==> src/rtl/obrb_pkg.sv <==
// ----------------------------------------------------------------------------
// obrb_pkg: shared types and helpers for the overwriting byte ring buffer
// Holds sizing constants, command codes, the queued item type and pointer math.
// ----------------------------------------------------------------------------
package obrb_pkg;

  localparam int DEPTH       = 64;
  localparam int PTR_W       = $clog2(DEPTH);
  localparam int BYTE_W      = 8;
  localparam int CMD_W       = 2;
  localparam int LIMIT_W     = 6;
  localparam int FILL_W      = 6;
  localparam int MAX_RESULTS = 63;
  localparam int CNT_W       = $clog2(MAX_RESULTS + 1);
  localparam int CMP_A_W     = (PTR_W > LIMIT_W) ? PTR_W : LIMIT_W;
  localparam int CMP_W       = (CMP_A_W > CNT_W) ? CMP_A_W : CNT_W;

  localparam logic [CMD_W-1:0] CMD_WRITE = 2'd0;
  localparam logic [CMD_W-1:0] CMD_READ  = 2'd1;
  localparam logic [CMD_W-1:0] CMD_CLEAR = 2'd2;

  typedef enum logic [1:0] {
    OP_WRITE,
    OP_READ,
    OP_CLEAR,
    OP_NOP
  } op_t;

  typedef logic [PTR_W-1:0] ptr_t;

  typedef struct packed {
    op_t                op;
    logic [BYTE_W-1:0]  data;
    logic [LIMIT_W-1:0] limit;
  } item_t;

  function automatic ptr_t ptr_inc(input ptr_t p);
    return (p == ptr_t'(DEPTH - 1)) ? '0 : p + 1'b1;
  endfunction

  // Bytes stored between head and tail, wrapping at DEPTH.
  function automatic ptr_t fill_of(input ptr_t h, input ptr_t t);
    if (t >= h) begin
      return t - h;
    end
    return t - h + ptr_t'(DEPTH);
  endfunction

  function automatic logic [FILL_W-1:0] level_of(input ptr_t f);
    logic [31:0] w;
    w = 32'(f);
    return w[FILL_W-1:0];
  endfunction

endpackage

==> src/rtl/obrb_front.sv <==
// ----------------------------------------------------------------------------
// obrb_front: request intake
// Decodes the command into an operation and parks items in a two-entry queue.
// ----------------------------------------------------------------------------
module obrb_front
  import obrb_pkg::*;
(
  input  logic               clk,
  input  logic               rst,
  input  logic               req_valid,
  output logic               req_stall,
  input  logic [CMD_W-1:0]   cmd,
  input  logic [BYTE_W-1:0]  data_byte,
  input  logic [LIMIT_W-1:0] read_limit,
  output logic               q_valid,
  output item_t              q_item,
  input  logic               q_pop
);

  item_t      slots [2];
  item_t      item_in;
  logic       wr_ptr;
  logic       rd_ptr;
  logic [1:0] count;
  logic       accept;

  always_comb begin
    item_in.data  = data_byte;
    item_in.limit = read_limit;
    case (cmd)
      CMD_WRITE: item_in.op = OP_WRITE;
      CMD_READ:  item_in.op = OP_READ;
      CMD_CLEAR: item_in.op = OP_CLEAR;
      default:   item_in.op = OP_NOP;
    endcase
  end

  assign req_stall = (count == 2'd2);
  assign accept    = req_valid && !req_stall;
  assign q_valid   = (count != 2'd0);
  assign q_item    = slots[rd_ptr];

  always_ff @(posedge clk) begin
    if (accept) begin
      slots[wr_ptr] <= item_in;
    end
  end

  always_ff @(posedge clk) begin
    if (rst) begin
      wr_ptr <= 1'b0;
      rd_ptr <= 1'b0;
      count  <= 2'd0;
    end else begin
      if (accept) begin
        wr_ptr <= ~wr_ptr;
      end
      if (q_pop) begin
        rd_ptr <= ~rd_ptr;
      end
      case ({accept, q_pop})
        2'b10:   count <= count + 2'd1;
        2'b01:   count <= count - 2'd1;
        default: count <= count;
      endcase
    end
  end

endmodule

==> src/rtl/obrb_back.sv <==
// ----------------------------------------------------------------------------
// obrb_back: buffer execution
// Owns the byte store and pointers, runs each operation and drives results.
// ----------------------------------------------------------------------------
module obrb_back
  import obrb_pkg::*;
(
  input  logic               clk,
  input  logic               rst,
  input  logic               q_valid,
  input  item_t              q_item,
  output logic               q_pop,
  output logic               rsp_valid,
  input  logic               rsp_stall,
  output logic [BYTE_W-1:0]  out_byte,
  output logic               byte_valid,
  output logic               last,
  output logic [FILL_W-1:0]  fill_level,
  output logic               dropped_oldest
);

  typedef enum logic {
    IDLE,
    BURST
  } state_t;

  state_t            state;
  logic [BYTE_W-1:0] mem [DEPTH];
  logic [BYTE_W-1:0] rd_data;
  ptr_t              head;
  ptr_t              tail;
  logic [CNT_W-1:0]  remaining;

  ptr_t              head_inc;
  ptr_t              tail_inc;
  ptr_t              fill_cur;
  logic              wr_drop;
  logic              out_free;
  logic              issue_byte;
  logic [CMP_W-1:0]  avail;
  logic [CMP_W-1:0]  lim;
  logic [CNT_W-1:0]  burst_len;

  assign head_inc = ptr_inc(head);
  assign tail_inc = ptr_inc(tail);
  assign fill_cur = fill_of(head, tail);
  assign wr_drop  = (tail_inc == head);
  assign out_free = !rsp_valid || !rsp_stall;
  assign q_pop    = (state == IDLE) && q_valid && out_free;

  assign issue_byte = out_free &&
                      ((state == BURST) ||
                       (q_pop && (q_item.op == OP_READ) && (fill_cur != '0)));

  // Burst length: fill, trimmed by a nonzero limit, capped at the result limit.
  always_comb begin
    avail = CMP_W'(fill_cur);
    lim   = CMP_W'(q_item.limit);
    if ((lim != '0) && (avail > lim)) begin
      avail = lim;
    end
    if (avail > CMP_W'(MAX_RESULTS)) begin
      avail = CMP_W'(MAX_RESULTS);
    end
    burst_len = avail[CNT_W-1:0];
  end

  assign out_byte = byte_valid ? rd_data : '0;

  always_ff @(posedge clk) begin
    if (q_pop && (q_item.op == OP_WRITE)) begin
      mem[tail] <= q_item.data;
    end
    if (issue_byte) begin
      rd_data <= mem[head];
    end
  end

  always_ff @(posedge clk) begin
    if (rst) begin
      state          <= IDLE;
      head           <= '0;
      tail           <= '0;
      remaining      <= '0;
      rsp_valid      <= 1'b0;
      byte_valid     <= 1'b0;
      last           <= 1'b0;
      fill_level     <= '0;
      dropped_oldest <= 1'b0;
    end else begin
      case (state)
        IDLE: begin
          if (q_pop) begin
            rsp_valid <= 1'b1;
            case (q_item.op)
              OP_WRITE: begin
                tail           <= tail_inc;
                byte_valid     <= 1'b0;
                last           <= 1'b1;
                dropped_oldest <= wr_drop;
                if (wr_drop) begin
                  head       <= head_inc;
                  fill_level <= level_of(fill_of(head_inc, tail_inc));
                end else begin
                  fill_level <= level_of(fill_of(head, tail_inc));
                end
              end
              OP_READ: begin
                dropped_oldest <= 1'b0;
                if (fill_cur == '0) begin
                  byte_valid <= 1'b0;
                  last       <= 1'b1;
                  fill_level <= '0;
                end else begin
                  head       <= head_inc;
                  byte_valid <= 1'b1;
                  last       <= (burst_len == CNT_W'(1));
                  fill_level <= level_of(fill_of(head_inc, tail));
                  if (burst_len != CNT_W'(1)) begin
                    remaining <= burst_len - 1'b1;
                    state     <= BURST;
                  end
                end
              end
              OP_CLEAR: begin
                head           <= '0;
                tail           <= '0;
                byte_valid     <= 1'b0;
                last           <= 1'b1;
                dropped_oldest <= 1'b0;
                fill_level     <= '0;
              end
              default: begin
                byte_valid     <= 1'b0;
                last           <= 1'b1;
                dropped_oldest <= 1'b0;
                fill_level     <= level_of(fill_cur);
              end
            endcase
          end else if (out_free) begin
            rsp_valid <= 1'b0;
          end
        end
        BURST: begin
          if (out_free) begin
            rsp_valid      <= 1'b1;
            head           <= head_inc;
            byte_valid     <= 1'b1;
            dropped_oldest <= 1'b0;
            last           <= (remaining == CNT_W'(1));
            fill_level     <= level_of(fill_of(head_inc, tail));
            remaining      <= remaining - 1'b1;
            if (remaining == CNT_W'(1)) begin
              state <= IDLE;
            end
          end
        end
        default: begin
          state <= IDLE;
        end
      endcase
    end
  end

endmodule

==> src/rtl/overwriting_byte_ring_buffer_core.sv <==
// ----------------------------------------------------------------------------
// overwriting_byte_ring_buffer_core: byte ring buffer that drops the oldest
// A result is registered in the back once its queued request beat is popped.
// Throughput when results are not stalled: one write, clear or empty read per
//   cycle; a read burst gives one byte per cycle out of the store's read port.
// Reset (rst, synchronous): pointers, queue and result valid clear at once;
//   the byte store is not cleared and needs no clearing pass.
// ----------------------------------------------------------------------------
module overwriting_byte_ring_buffer_core
  import obrb_pkg::*;
(
  input  logic               clk,
  input  logic               rst,
  // request channel
  input  logic               req_valid,
  output logic               req_stall,
  input  logic [CMD_W-1:0]   cmd,
  input  logic [BYTE_W-1:0]  data_byte,
  input  logic [LIMIT_W-1:0] read_limit,
  // result channel
  output logic               rsp_valid,
  input  logic               rsp_stall,
  output logic [BYTE_W-1:0]  out_byte,
  output logic               byte_valid,
  output logic               last,
  output logic [FILL_W-1:0]  fill_level,
  output logic               dropped_oldest
);

  // Decoded request beats waiting for the execution side.
  logic  q_valid;
  item_t q_item;
  logic  q_pop;

  // Front: take request beats, decode the command, queue them.
  obrb_front u_front (
    .clk        (clk),
    .rst        (rst),
    .req_valid  (req_valid),
    .req_stall  (req_stall),
    .cmd        (cmd),
    .data_byte  (data_byte),
    .read_limit (read_limit),
    .q_valid    (q_valid),
    .q_item     (q_item),
    .q_pop      (q_pop)
  );

  // Back: run writes, bursts and clears against the store; hold each result
  // beat in an output register until the consumer takes it.
  obrb_back u_back (
    .clk            (clk),
    .rst            (rst),
    .q_valid        (q_valid),
    .q_item         (q_item),
    .q_pop          (q_pop),
    .rsp_valid      (rsp_valid),
    .rsp_stall      (rsp_stall),
    .out_byte       (out_byte),
    .byte_valid     (byte_valid),
    .last           (last),
    .fill_level     (fill_level),
    .dropped_oldest (dropped_oldest)
  );

endmodule

==> config.mk <==
export PLATFORM = sky130hd
export DESIGN_NAME = overwriting_byte_ring_buffer_core
export DESIGN_NICKNAME = d
export VERILOG_FILES = /design/src/rtl/obrb_pkg.sv /design/src/rtl/obrb_front.sv /design/src/rtl/obrb_back.sv /design/src/rtl/overwriting_byte_ring_buffer_core.sv
export SDC_FILE = /design/constraint.sdc
export NUM_CORES = 1
export LEC_CHECK = 0
export BUFFER_PORTS_ARGS = -buffer_cell sky130_fd_sc_hd__buf_2
export CELL_PAD_IN_SITES_DETAIL_PLACEMENT = 2
export CELL_PAD_IN_SITES_GLOBAL_PLACEMENT = 2
export CORE_ASPECT_RATIO = 0.8
export CORE_MARGIN = 2
export CORE_UTILIZATION = 49
export DETAILED_ROUTE_END_ITERATION = 16
export PLACE_DENSITY_LB_ADDON = 0.08
export SETUP_SLACK_MARGIN = 0.2
export SLEW_MARGIN = 20
export SYNTH_ARGS = -nofsm -noshare
export SYNTH_HDL_FRONTEND = slang
export SYNTH_HIERARCHICAL = 1
export SYNTH_SLANG_ARGS = --single-unit
==> constraint.sdc <==
create_clock -name clk -period 6.9 [get_ports clk]
set_clock_uncertainty 0.1 [all_clocks]
set_input_delay 1.38 -clock clk [delete_from_list [all_inputs] [get_ports clk]]
set_output_delay 1.38 -clock clk [all_outputs]
set_load 0.01 [all_outputs]
==> metrics, run 1 <==
post-route ant nets 0; Worst EP required 7.32 ns; die footprint 51600 um^2; violation count after the first detailed-route iteration 1188; critical path startpoint u_back/head[2]; Slew @ Worst Pin 1.11 ns; syn avg cell area 18.8 um^2; Multi-input gate area 6710 um^2; Hold Slack 0.402 ns; first-pass iteration count of the detailed router 5; cts-stage hold buffer count 0; syn nets 1357; mux cell area share after synthesis 16.6%; Mapped Area 24400 um^2; Worst path top cell family by delay compound AO/OA/AOI/OAI gates; # DRC 0; CP Max Fanout 38; Final nets 1409; CP Cell Sequence inv_1, ha_1, or2_1, o221a_2, a31oi_1, and2_2, inv_2, ha_1, nand3_1, a21o_1, a211oi_1, buf_4, nor2_1, a21oi_1, inv_1, ha_1, nand4b_1, o31a_1, a22o_1, o21ai_0, a221oi_1; area growth from synthesis to layout 11.5%; Clock Latency Late Sink 0.63 ns; first-pass GRT wire length 103 mm; Max-Slew Margin vs Limit 25.8%; Vias 12937; row count 73; via density per instance 6.24; r2r setup slk 0.65 ns; asr flop ratio synth 0%; Seq/Total Area, Yosys 70.7%; Fmax 160 MHz; r2r worst-path depth 21; FF-to-FF End u_back/remaining[0]; Post-Synth XOR/XNOR Area 0.861%; switch share 30.2%; dpl hpwl 43.8 mm; TritonCTS clock tree done; Buffers on Ports 38; critical path endpoint category flip-flop; Bufs and invs on worst path 4; commonest non-fill, non-tap cells in the layout edfxtp_1 (552), mux4_2 (168), nor2_1 (108), clkbuf_16 (61), a21oi_1 (43); Clock transition at path regs 0.07 ns; r2r startpoint u_back/head[2]; Power Internal 7160 uW; maxcap violations 0; routability congestion estimate 0.771; Post-Synth Adder-Cell Area 2.02%; largest net degree at the start of global routing 65; gr ovfl total 0; Post-Synth Simple-Gate Area 4.67%; Clk Tree Root Cell clkbuf_16; Synth Warn # 6; HP Class flip-flop to flip-flop; unrepaired setup endpoints after global routing false; post-synthesis register bit count 586; clk sinks 586; Clock power frac 32.2%; CTS buffer count 59; core area 49400 um^2; Synth cell types 78; Routed WL 70.5 mm; P_sw 3090 uW; setup bufs post-CTS 0; Flop pwr share 42.7%; initial antenna violation count 3; WS Path Type flip-flop to flip-flop; vias in the first global route 14130; cells after synthesis 1300; largest stage delay on the critical path 1.05 ns; fin crit share 90.5%; status complete, no violations; slowest CP cell dfxtp_2; pwr dens 376 nW/um^2; min cycle time layout 6.25 ns; fill count 4195; io pins 39; Most used DFF post-synth edfxtp_1; most common cell after layout, fill and taps aside edfxtp_1; Worst Setup EP u_back/remaining[0]; EDFF count, synth 552; critical path data arrival time 6.67 ns; share of post-route cells with drive strength above 1 24.8%; critical path depth in cells 21; DIE WIDTH 254 um; WL/cell 34.0 um; Setup TNS 0 ns; Die H 204 um; Total Routing Usage GR 28.5%; Max Slew Vio Count 0; total area of sequential cells 17300 um^2; post_cts resized 0; Peak supply drop 0.273 mV; setup violators final 0; CP Launch Type flip-flop; most numerous cell on the critical path ha_1; compound-gate portion of the synthesized area 3.32%; Final Hold Vio Count 0; H-tree Lvls 2; Leak Pwr 0.00855 uW; clk buf depth 3; combinational share of power 25.1%; main combinational cell family by area after synthesis multiplexers; Initial Util 49.4%
[cell type report]
class / count / share of cell area (%)
clock buffers: 75 / 5.80
multi-input cells: 614 / 24.7
repair buffers: 56 / 1.19
flip-flops and latches: 586 / 63.4
inverters: 35 / 0.483
diodes: 1 / 0.00919
well taps: 675 / 3.10
clock inverters: 31 / 1.33
[synth_stat cells, types with 3 or more instances]
| master | instances | area, um^2 |
|---|---|---|
| buf_1 | 9 | 33.8 |
| clkbuf_8 | 3 | 41.3 |
| dfxtp_1 | 34 | 681 |
| nand2b_1 | 5 | 31.3 |
| a22oi_1 | 3 | 22.5 |
| nand4_1 | 3 | 18.8 |
| a311oi_1 | 3 | 26.3 |
| a21oi_1 | 43 | 215 |
| nor3_1 | 11 | 55.1 |
| xnor2_1 | 13 | 114 |
| a211oi_1 | 5 | 37.5 |
| o21ai_0 | 27 | 135 |
| or2_2 | 3 | 18.8 |
| nand3b_1 | 6 | 45.0 |
| buf_2 | 10 | 50.1 |
| ha_1 | 33 | 413 |
| edfxtp_1 | 552 | 16600 |
| nor2b_1 | 3 | 18.8 |
| mux2_2 | 18 | 203 |
| mux2i_1 | 7 | 70.1 |
| inv_1 | 31 | 116 |
| or3_1 | 11 | 68.8 |
| nor2_1 | 109 | 409 |
| and2_1 | 9 | 56.3 |
| nand2_1 | 32 | 120 |
| a21o_1 | 8 | 60.1 |
| and3_1 | 5 | 31.3 |
| o31ai_1 | 4 | 30.0 |
| mux4_2 | 168 | 3780 |
| o21a_1 | 3 | 22.5 |
| fa_1 | 4 | 80.1 |
| nand4b_1 | 3 | 26.3 |
| a31oi_1 | 3 | 18.8 |
| clkbuf_1 | 39 | 146 |
| xor2_1 | 11 | 96.3 |
| inv_2 | 4 | 15.0 |
| nand3_1 | 16 | 80.1 |
[metal layers]
layer	track usage (%)	part of all wire (%)
met4	8.24	2.6
met2	45.0	47
met3	6.62	7.1
met1	39.9	43
met5	0	0.026
[sequential cells by signal (all words and copies together) (netlist names), named ones only]
name	flops
u_back/rsp_valid	1
u_back/rd_data	8
u_back/fill_level	6
u_back/dropped_oldest	1
u_front/slots	32
u_back/tail	6
u_front/rd_ptr	1
u_back/remaining	6
u_back/mem	512
u_back/head	6
u_front/wr_ptr	1
u_back/state	1
u_back/last	1
u_back/byte_valid	1
u_front/count	2
[kinds of logic after synthesis]
group           Yosys count
simple gates            235
flops                   586
buf+inv                 100
mux                     193
xor+xnor                 24
compound gates          125
fa+ha+maj                37
[stage by stage]
step | total power (uW) | utilization (%) | area (um^2) | setup slack [ns] | std cells
6_report | 10200 | 55.1 | 27200 | 0.654 | 2073
2_1_floorplan | 6090 | - | 24400 | 1.48 | 1300
5_1_grt | 10600 | 55.1 | 27200 | 0.276 | 2072
3_3_place_gp | 6870 | 51.2 | 25300 | 1.32 | 1966
3_5_place_dp | 7000 | 51.2 | 25300 | 0.942 | 1966
4_1_cts | 10300 | 55.1 | 27200 | 0.757 | 2072
[power groups by stage]
stage,Combinational [uW],Clock (uW),Sequential [uW]
after CTS,2580,3350,4380
after global placement,2430,0,4440
after detailed placement,2550,0,4450
after floorplan,1740,0,4350
final,2580,3300,4370
after global routing,2770,3460,4390
[how the worst min path moves through the flow]
stage / from / endpoint / slack [ns] / cells after the start
global placement: u_back/dropped_oldest / u_back/dropped_oldest / 0.37 / 2
CTS: u_back/fill_level[4] / u_back/fill_level[4] / 0.40 / 1
floorplan: u_front/wr_ptr / u_front/wr_ptr / 0.35 / 2
global route: u_back/fill_level[4] / u_back/fill_level[4] / 0.44 / 1
finish: u_back/fill_level[4] / u_back/fill_level[4] / 0.40 / 1
detailed placement: u_back/fill_level[4] / u_back/fill_level[4] / 0.39 / 1
No activity file was read; power rests on OpenSTA's default activity.
==> run 2, diff against run 1 <==
--- a/config.mk
+++ b/config.mk
@@ -12,6 +12,7 @@
 export CORE_MARGIN = 2
 export CORE_UTILIZATION = 49
 export DETAILED_ROUTE_END_ITERATION = 16
+export MAX_ROUTING_LAYER = met4
 export PLACE_DENSITY_LB_ADDON = 0.08
 export SETUP_SLACK_MARGIN = 0.2
 export SLEW_MARGIN = 20
==> metrics, run 2 (synthesis gave the netlist of run 1 again) <==
total area of sequential cells 17300 um^2 (unchanged); largest registers u_back/mem (512), u_front/slots (32), u_back/rd_data (8); Multi-input gate area 6710 um^2 (unchanged); first-pass iteration count of the detailed router 5 (unchanged); fill count 4208 (+0.31%); WL/cell 34.4 um (+1.2%); share of post-route cells with drive strength above 1 24.8% (unchanged); most common cell after layout, fill and taps aside edfxtp_1; largest net degree at the start of global routing 65 (unchanged); via density per instance 6.24 (about the same); Slew @ Worst Pin 1.13 ns (+0.0253 ns); r2r startpoint u_back/head[2]; first-pass GRT wire length 103 mm (about the same); unrepaired setup endpoints after global routing false; Total Routing Usage GR 29.4% (+0.91 points); Die H 204 um (unchanged); Final Hold Vio Count 0 (unchanged); Design Area, Final 27200 um^2 (about the same); initial antenna violation count 3 (unchanged); Bufs and invs on worst path 4 (unchanged); Max Slew Vio Count 0 (unchanged); Max-Slew Margin vs Limit 24.4% (-1.4 points); pwr dens 377 nW/um^2 (about the same); largest stage delay on the critical path 1.07 ns (+0.02 ns); Worst Setup EP u_back/remaining[0]; r2r worst-path depth 21 (unchanged); gr ovfl total 0 (unchanged); Peak supply drop 0.277 mV (+1.4%); Clock Latency Late Sink 0.63 ns (about the same); critical path startpoint u_back/head[2]; Clk Tree Root Cell clkbuf_16; Initial Util 49.4% (unchanged); DP Area 25300 um^2 (unchanged); row count 73 (unchanged); CTS buffer count 59 (unchanged); max reg flops 512 (unchanged); r2r setup slk 0.60 ns (-0.05 ns); maxcap violations 0 (unchanged); Post-Place Worst Slack 0.942 ns (unchanged); status complete, no violations; min cycle time layout 6.30 ns (+0.0490 ns); Worst path top cell family by delay compound AO/OA/AOI/OAI gates; Buffers on Ports 38 (unchanged); setup violators final 0 (unchanged); clk sinks 586 (unchanged); routability congestion estimate 0.781 (+1.3%); fin worst setup slack 0.605 ns (-0.0490 ns); Leak Pwr 0.00855 uW (about the same); TritonCTS clock tree done; die footprint 51600 um^2 (unchanged); post_cts resized 0 (unchanged); CP Launch Type flip-flop; DIE WIDTH 254 um (unchanged); H-tree Lvls 2 (unchanged); Fmax 159 MHz (-0.78%); fin crit share 91.2% (+0.71 points); core area 49400 um^2 (unchanged); slowest CP cell dfxtp_2; HP Class flip-flop to flip-flop; Vias 12946 (+0.070%); Final nets 1409 (unchanged); CP Cell Sequence inv_1, ha_1, or2_1, o221a_2, a31oi_1, and2_2, inv_2, ha_1, nand3_1, a21o_1, a211oi_1, buf_4, nor2_1, a21oi_1, inv_1, ha_1, nand4b_1, o31a_1, a22o_1, o21ai_0, a221oi_1; dpl hpwl 43.8 mm (unchanged); critical path data arrival time 6.72 ns (+0.05 ns); most numerous cell on the critical path ha_1; critical path depth in cells 21 (unchanged); CP Max Fanout 38 (unchanged); violation count after the first detailed-route iteration 1261 (+6.1%); area growth from synthesis to layout 11.5% (about the same); Top reg by flops u_back/mem; Setup TNS 0 ns (unchanged); vias in the first global route 14066 (-0.45%); setup bufs post-CTS 0 (unchanged); FF-to-FF End u_back/remaining[0]; # DRC 0 (unchanged); Routed WL 71.5 mm (+1.3%); WS Path Type flip-flop to flip-flop; clk buf depth 3 (unchanged); cts-stage hold buffer count 0 (unchanged); post-route ant nets 0 (unchanged); io pins 39 (unchanged); commonest non-fill, non-tap cells in the layout edfxtp_1 (552), mux4_2 (168), nor2_1 (108), clkbuf_16 (61), a21oi_1 (43); Worst EP required 7.32 ns (about the same); Clock transition at path regs 0.07 ns (about the same); critical path endpoint category flip-flop
run 2: final cells by class:
| type | count | area share [%] |
|---|---|---|
| Clock buffer | 75 | 5.80 |
| Timing Repair Buffer | 56 | 1.19 |
| Inverter | 35 | 0.482 |
| Clock inverter | 31 | 1.33 |
| Tap cell | 675 | 3.10 |
| Multi-Input combinational cell | 614 | 24.7 |
| Antenna cell | 3 | 0.0276 |
| Sequential cell | 586 | 63.4 |
run 2: per-layer routing:
metal / vias to the layer above / global-route usage, % / share of wire [%]
li1: 5372 / - / -
met1: 7003 / 40.1 / 43
met2: 452 / 44.8 / 48
met3: 119 / 6.59 / 7.1
met4: 0 / 8.52 / 2.6
met5: - / - / 0
run 2: worst min-delay path by stage:
stage                               start                    end  slack, ns  depth (start not counted)
floorplan                  u_front/wr_ptr         u_front/wr_ptr       0.35                          2
global placement    u_back/dropped_oldest  u_back/dropped_oldest       0.37                          2
detailed placement   u_back/fill_level[4]   u_back/fill_level[4]       0.39                          1
CTS                  u_back/fill_level[4]   u_back/fill_level[4]       0.40                          1
global route         u_back/fill_level[4]   u_back/fill_level[4]       0.44                          1
finish               u_back/fill_level[4]   u_back/fill_level[4]       0.40                          1
run 2: stage by stage:
| stage | hold slack, ns | utilization [%] | total power (uW) | cells |
|---|---|---|---|---|
| 2_1_floorplan | 0.352 | - | 6090 | 1300 |
| 3_3_place_gp | 0.366 | 51.2 | 6870 | 1966 |
| 3_5_place_dp | 0.388 | 51.2 | 7000 | 1966 |
| 4_1_cts | 0.405 | 55.1 | 10300 | 2072 |
| 5_1_grt | 0.437 | 55.1 | 10600 | 2074 |
| 6_report | 0.402 | 55.1 | 10300 | 2075 |
run 2: report_power, final:
group,internal [uW],switching [uW],leakage (uW)
sequential,4230,140,0.00525
clock,1910,1390,0.000937
combinational,1010,1570,0.00236
total,7160,3100,0.00855
==> run 3, diff against run 2 <==
--- a/config.mk
+++ b/config.mk
@@ -12,11 +12,11 @@
 export CORE_MARGIN = 2
 export CORE_UTILIZATION = 49
 export DETAILED_ROUTE_END_ITERATION = 16
+export GPL_TIMING_DRIVEN = 0
 export MAX_ROUTING_LAYER = met4
-export PLACE_DENSITY_LB_ADDON = 0.08
+export PLACE_DENSITY_LB_ADDON = 0.1
 export SETUP_SLACK_MARGIN = 0.2
 export SLEW_MARGIN = 20
 export SYNTH_ARGS = -nofsm -noshare
 export SYNTH_HDL_FRONTEND = slang
-export SYNTH_HIERARCHICAL = 1
 export SYNTH_SLANG_ARGS = --single-unit
==> metrics, run 3 <==
HP Class flip-flop to flip-flop; Seq/Total Area, Yosys 70.5% (-0.23 points); Leak Pwr 0.00874 uW (+2.2%); Yosys top cell area share 67.7% (-0.23 points); max reg flops 512 (unchanged); WS Path Type flip-flop to flip-flop; CTS buffer count 58 (-1.7%); Top reg by flops u_back.mem; gr ovfl total 0 (unchanged); area growth from synthesis to layout 12.3%; min cycle time layout 6.44 ns (+0.140 ns); Max-Slew Margin vs Limit 23.8% (-0.53 points); setup bufs post-CTS 0 (unchanged); TritonCTS clock tree done; Initial Util 49.5% (+0.073 points); post-synthesis register bit count 586 (unchanged); most common cell in the synthesized netlist edfxtp_1; Mapped Area 24500 um^2 (+0.33%); Total Routing Usage GR 31.4% (+2.0 points); fin worst setup slack 0.465 ns (-0.140 ns); # DRC 0 (unchanged); P_sw 3540 uW (+14%); wire length on met1 33.4 mm (+9.5%); initial antenna violation count 8 (+5); Synth cell types 71 (-9.0%); maxcap violations 0 (unchanged); Most used DFF post-synth edfxtp_1; largest registers u_back.mem (512), u_front.slots (32), u_back.rd_data (8); pwr dens 394 nW/um^2 (+4.6%); Worst Setup EP u_back.remaining[2]; post-route ant nets 0 (unchanged); r2r startpoint u_back.head[1]; Synth Warn # 0 (-6); DIE WIDTH 254 um (+0.17%); Yosys top cell by area edfxtp_1; Clock Latency Late Sink 0.62 ns (about the same); setup violators final 0 (unchanged); vias in the first global route 14459 (+2.8%); syn nets 1358 (+0.074%); commonest non-fill, non-tap cells in the layout edfxtp_1 (552), mux4_2 (168), nor2_1 (113), clkbuf_16 (59), buf_2 (52); Final Hold Vio Count 0 (unchanged); Worst EP required 7.29 ns (-0.03 ns); WL/cell 37.2 um (+8.1%); Hold Slack 0.403 ns (+0.000510 ns); syn avg cell area 18.8 um^2 (+0.26%); first-pass iteration count of the detailed router 5 (unchanged); Clock transition at path regs 0.06 ns (about the same); total area of sequential cells 17300 um^2 (about the same); Final nets 1454 (+3.2%); Vias 13691 (+5.8%); leading post-synthesis cells by cell area edfxtp_1 (68%), mux4_2 (15%), dfxtp_1 (2.8%); routability congestion estimate 0.815 (+4.4%); combinational share of power 29.5% (+4.3 points); Routed WL 79.0 mm (+11%); core area 49500 um^2 (+0.18%); DR top layer met4; asr flop ratio synth 0% (unchanged); status complete, no violations; cts-stage hold buffer count 0 (unchanged); unrepaired setup endpoints after global routing false; placed cell count 2012 (+2.3%); Peak supply drop 0.276 mV (-0.10%); FF-to-FF End u_back.remaining[2]; die footprint 51800 um^2 (+0.33%); cells after synthesis 1301 (+0.077%); Flop pwr share 40.0% (-2.7 points); share of post-route cells with drive strength above 1 24.2% (-0.67 points); Fmax 155 MHz (-2.2%); critical path data arrival time 6.82 ns (+0.10 ns); largest net degree at the start of global routing 65 (unchanged); switch share 32.7% (+2.4 points); EDFF count, synth 552 (unchanged); Layout Cells excl Fill 2123 (+2.3%); most common cell after layout, fill and taps aside edfxtp_1; r2r worst-path depth 21 (unchanged); WL met2 38.6 mm (+14%); Post-Place Worst Slack -0.122 ns (-1.06 ns); Max Slew Vio Count 0 (unchanged); H-tree Lvls 2 (unchanged); fin crit share 93.3% (+2.0 points); Clk Tree Root Cell clkbuf_16; clk buf depth 3 (unchanged); CP Launch Type flip-flop; critical path endpoint category flip-flop; via density per instance 6.45 (+3.4%); post_cts resized 3 (+3); Multi-input gate area 6880 um^2 (+2.5%); Clock power frac 30.5% (-1.6 points); CP Max Fanout 10 (-74%); Commonest cells post-synth edfxtp_1 (552), mux4_2 (168), nor2_1 (115), nand2_1 (35), dfxtp_1 (34); critical path startpoint u_back.head[1]; Buffers on Ports 36 (-5.3%); fill count 4236 (+0.67%); hold depth 2 (+1); Power Total 10800 uW (+5.7%); DP Area 25600 um^2 (+1.1%); violation count after the first detailed-route iteration 1577 (+25%); Design Area, Final 27500 um^2 (+1.0%); DR WL met3 5.20 mm (+2.1%); row count 73 (unchanged); r2r setup slk 0.46 ns (-0.14 ns); clk sinks 586 (unchanged); dpl hpwl 49.8 mm (+14%); io pins 39 (unchanged); first-pass GRT wire length 109 mm (+6.0%); Die H 204 um (+0.16%); Slew @ Worst Pin 1.14 ns (+0.00374 ns); Power Internal 7300 uW (+2.0%)
-- run 3: cell count changes after synthesis, sizes merged, moves of 6 or more --
cell    before  now
inv         35   22
a21oi       43   28
o21ai       28   18
nor2       110  116
mux2i        7   15
or3         12    3
buf         22   34
clkbuf      42   31
a21o         8   14
-- run 3: how the worst min path moves through the flow --
stage	to	slack, ns	startpoint
6_report	u_back.fill_level[2]	0.40	u_back.fill_level[2]
5_1_grt	u_back.fill_level[2]	0.43	u_back.fill_level[2]
4_1_cts	u_back.fill_level[2]	0.40	u_back.fill_level[2]
3_5_place_dp	u_back.fill_level[2]	0.39	u_back.fill_level[2]
3_3_place_gp	u_back.fill_level[2]	0.40	u_back.fill_level[2]
2_1_floorplan	u_back.remaining[4]	0.38	u_back.remaining[4]
-- run 3: critical path, cell delays in order, from the launching register on --
cell and delay, ns:
dfxtp_1 0.33, clkbuf_2 0.24, clkbuf_4 0.35, clkbuf_2 0.34, inv_1 0.27, ha_1 0.36, nand2b_1 0.08, a21oi_1 0.33
xor2_4 0.36, ha_1 0.33, a21o_1 0.20, a211o_1 0.31, o211ai_1 0.40, buf_2 0.35, nor2_1 0.08, a21oi_1 0.21
ha_1 0.26, nand2_1 0.08, nor3_1 0.33, a31oi_2 0.32, and4_1 0.33, nor4_1 0.31
-- run 3: kinds of logic after synthesis --
kind of cell	count (synthesis)	share of synthesized area, %
flops	586	70.5
simple gates	246	4.69
mux	197	16.7
compound gates	116	3.27
buf+inv	88	1.67
fa+ha+maj	37	2.01
xor+xnor	31	1.20
-- run 3: layout make-up --
type                       instances  area share (%)
timing repair buffer              36           0.655
clock inverter                    43            1.54
inverter                          23           0.314
multi-input combinational        627            25.0
sequential                       586            62.7
tap                              675            3.07
buffer                            65            1.22
clock buffer                      64            5.43
antenna                            4          0.0364
-- run 3: per-layer routing --
metal  GRT usage [%]  vias up
li1                -     5495
met4            7.98        0
met3            6.09      100
met1            42.5     7479
met2            49.4      617
met5               -        -
-- run 3: power by group through the flow --
stage / clock (uW) / combinational, uW / sequential (uW)
after global placement: 0 / 2910 / 4400
after global routing: 3450 / 3370 / 4350
after CTS: 3320 / 3140 / 4330
final: 3300 / 3190 / 4340
after detailed placement: 0 / 3080 / 4410
after floorplan: 0 / 1980 / 4370
-- run 3: per-stage QoR --
stage	utilization [%]	TNS, ns
6_report	55.6	0
5_1_grt	55.6	0
3_3_place_gp	51.5	0
4_1_cts	55.5	0
3_5_place_dp	51.6	-0.458
2_1_floorplan	-	0
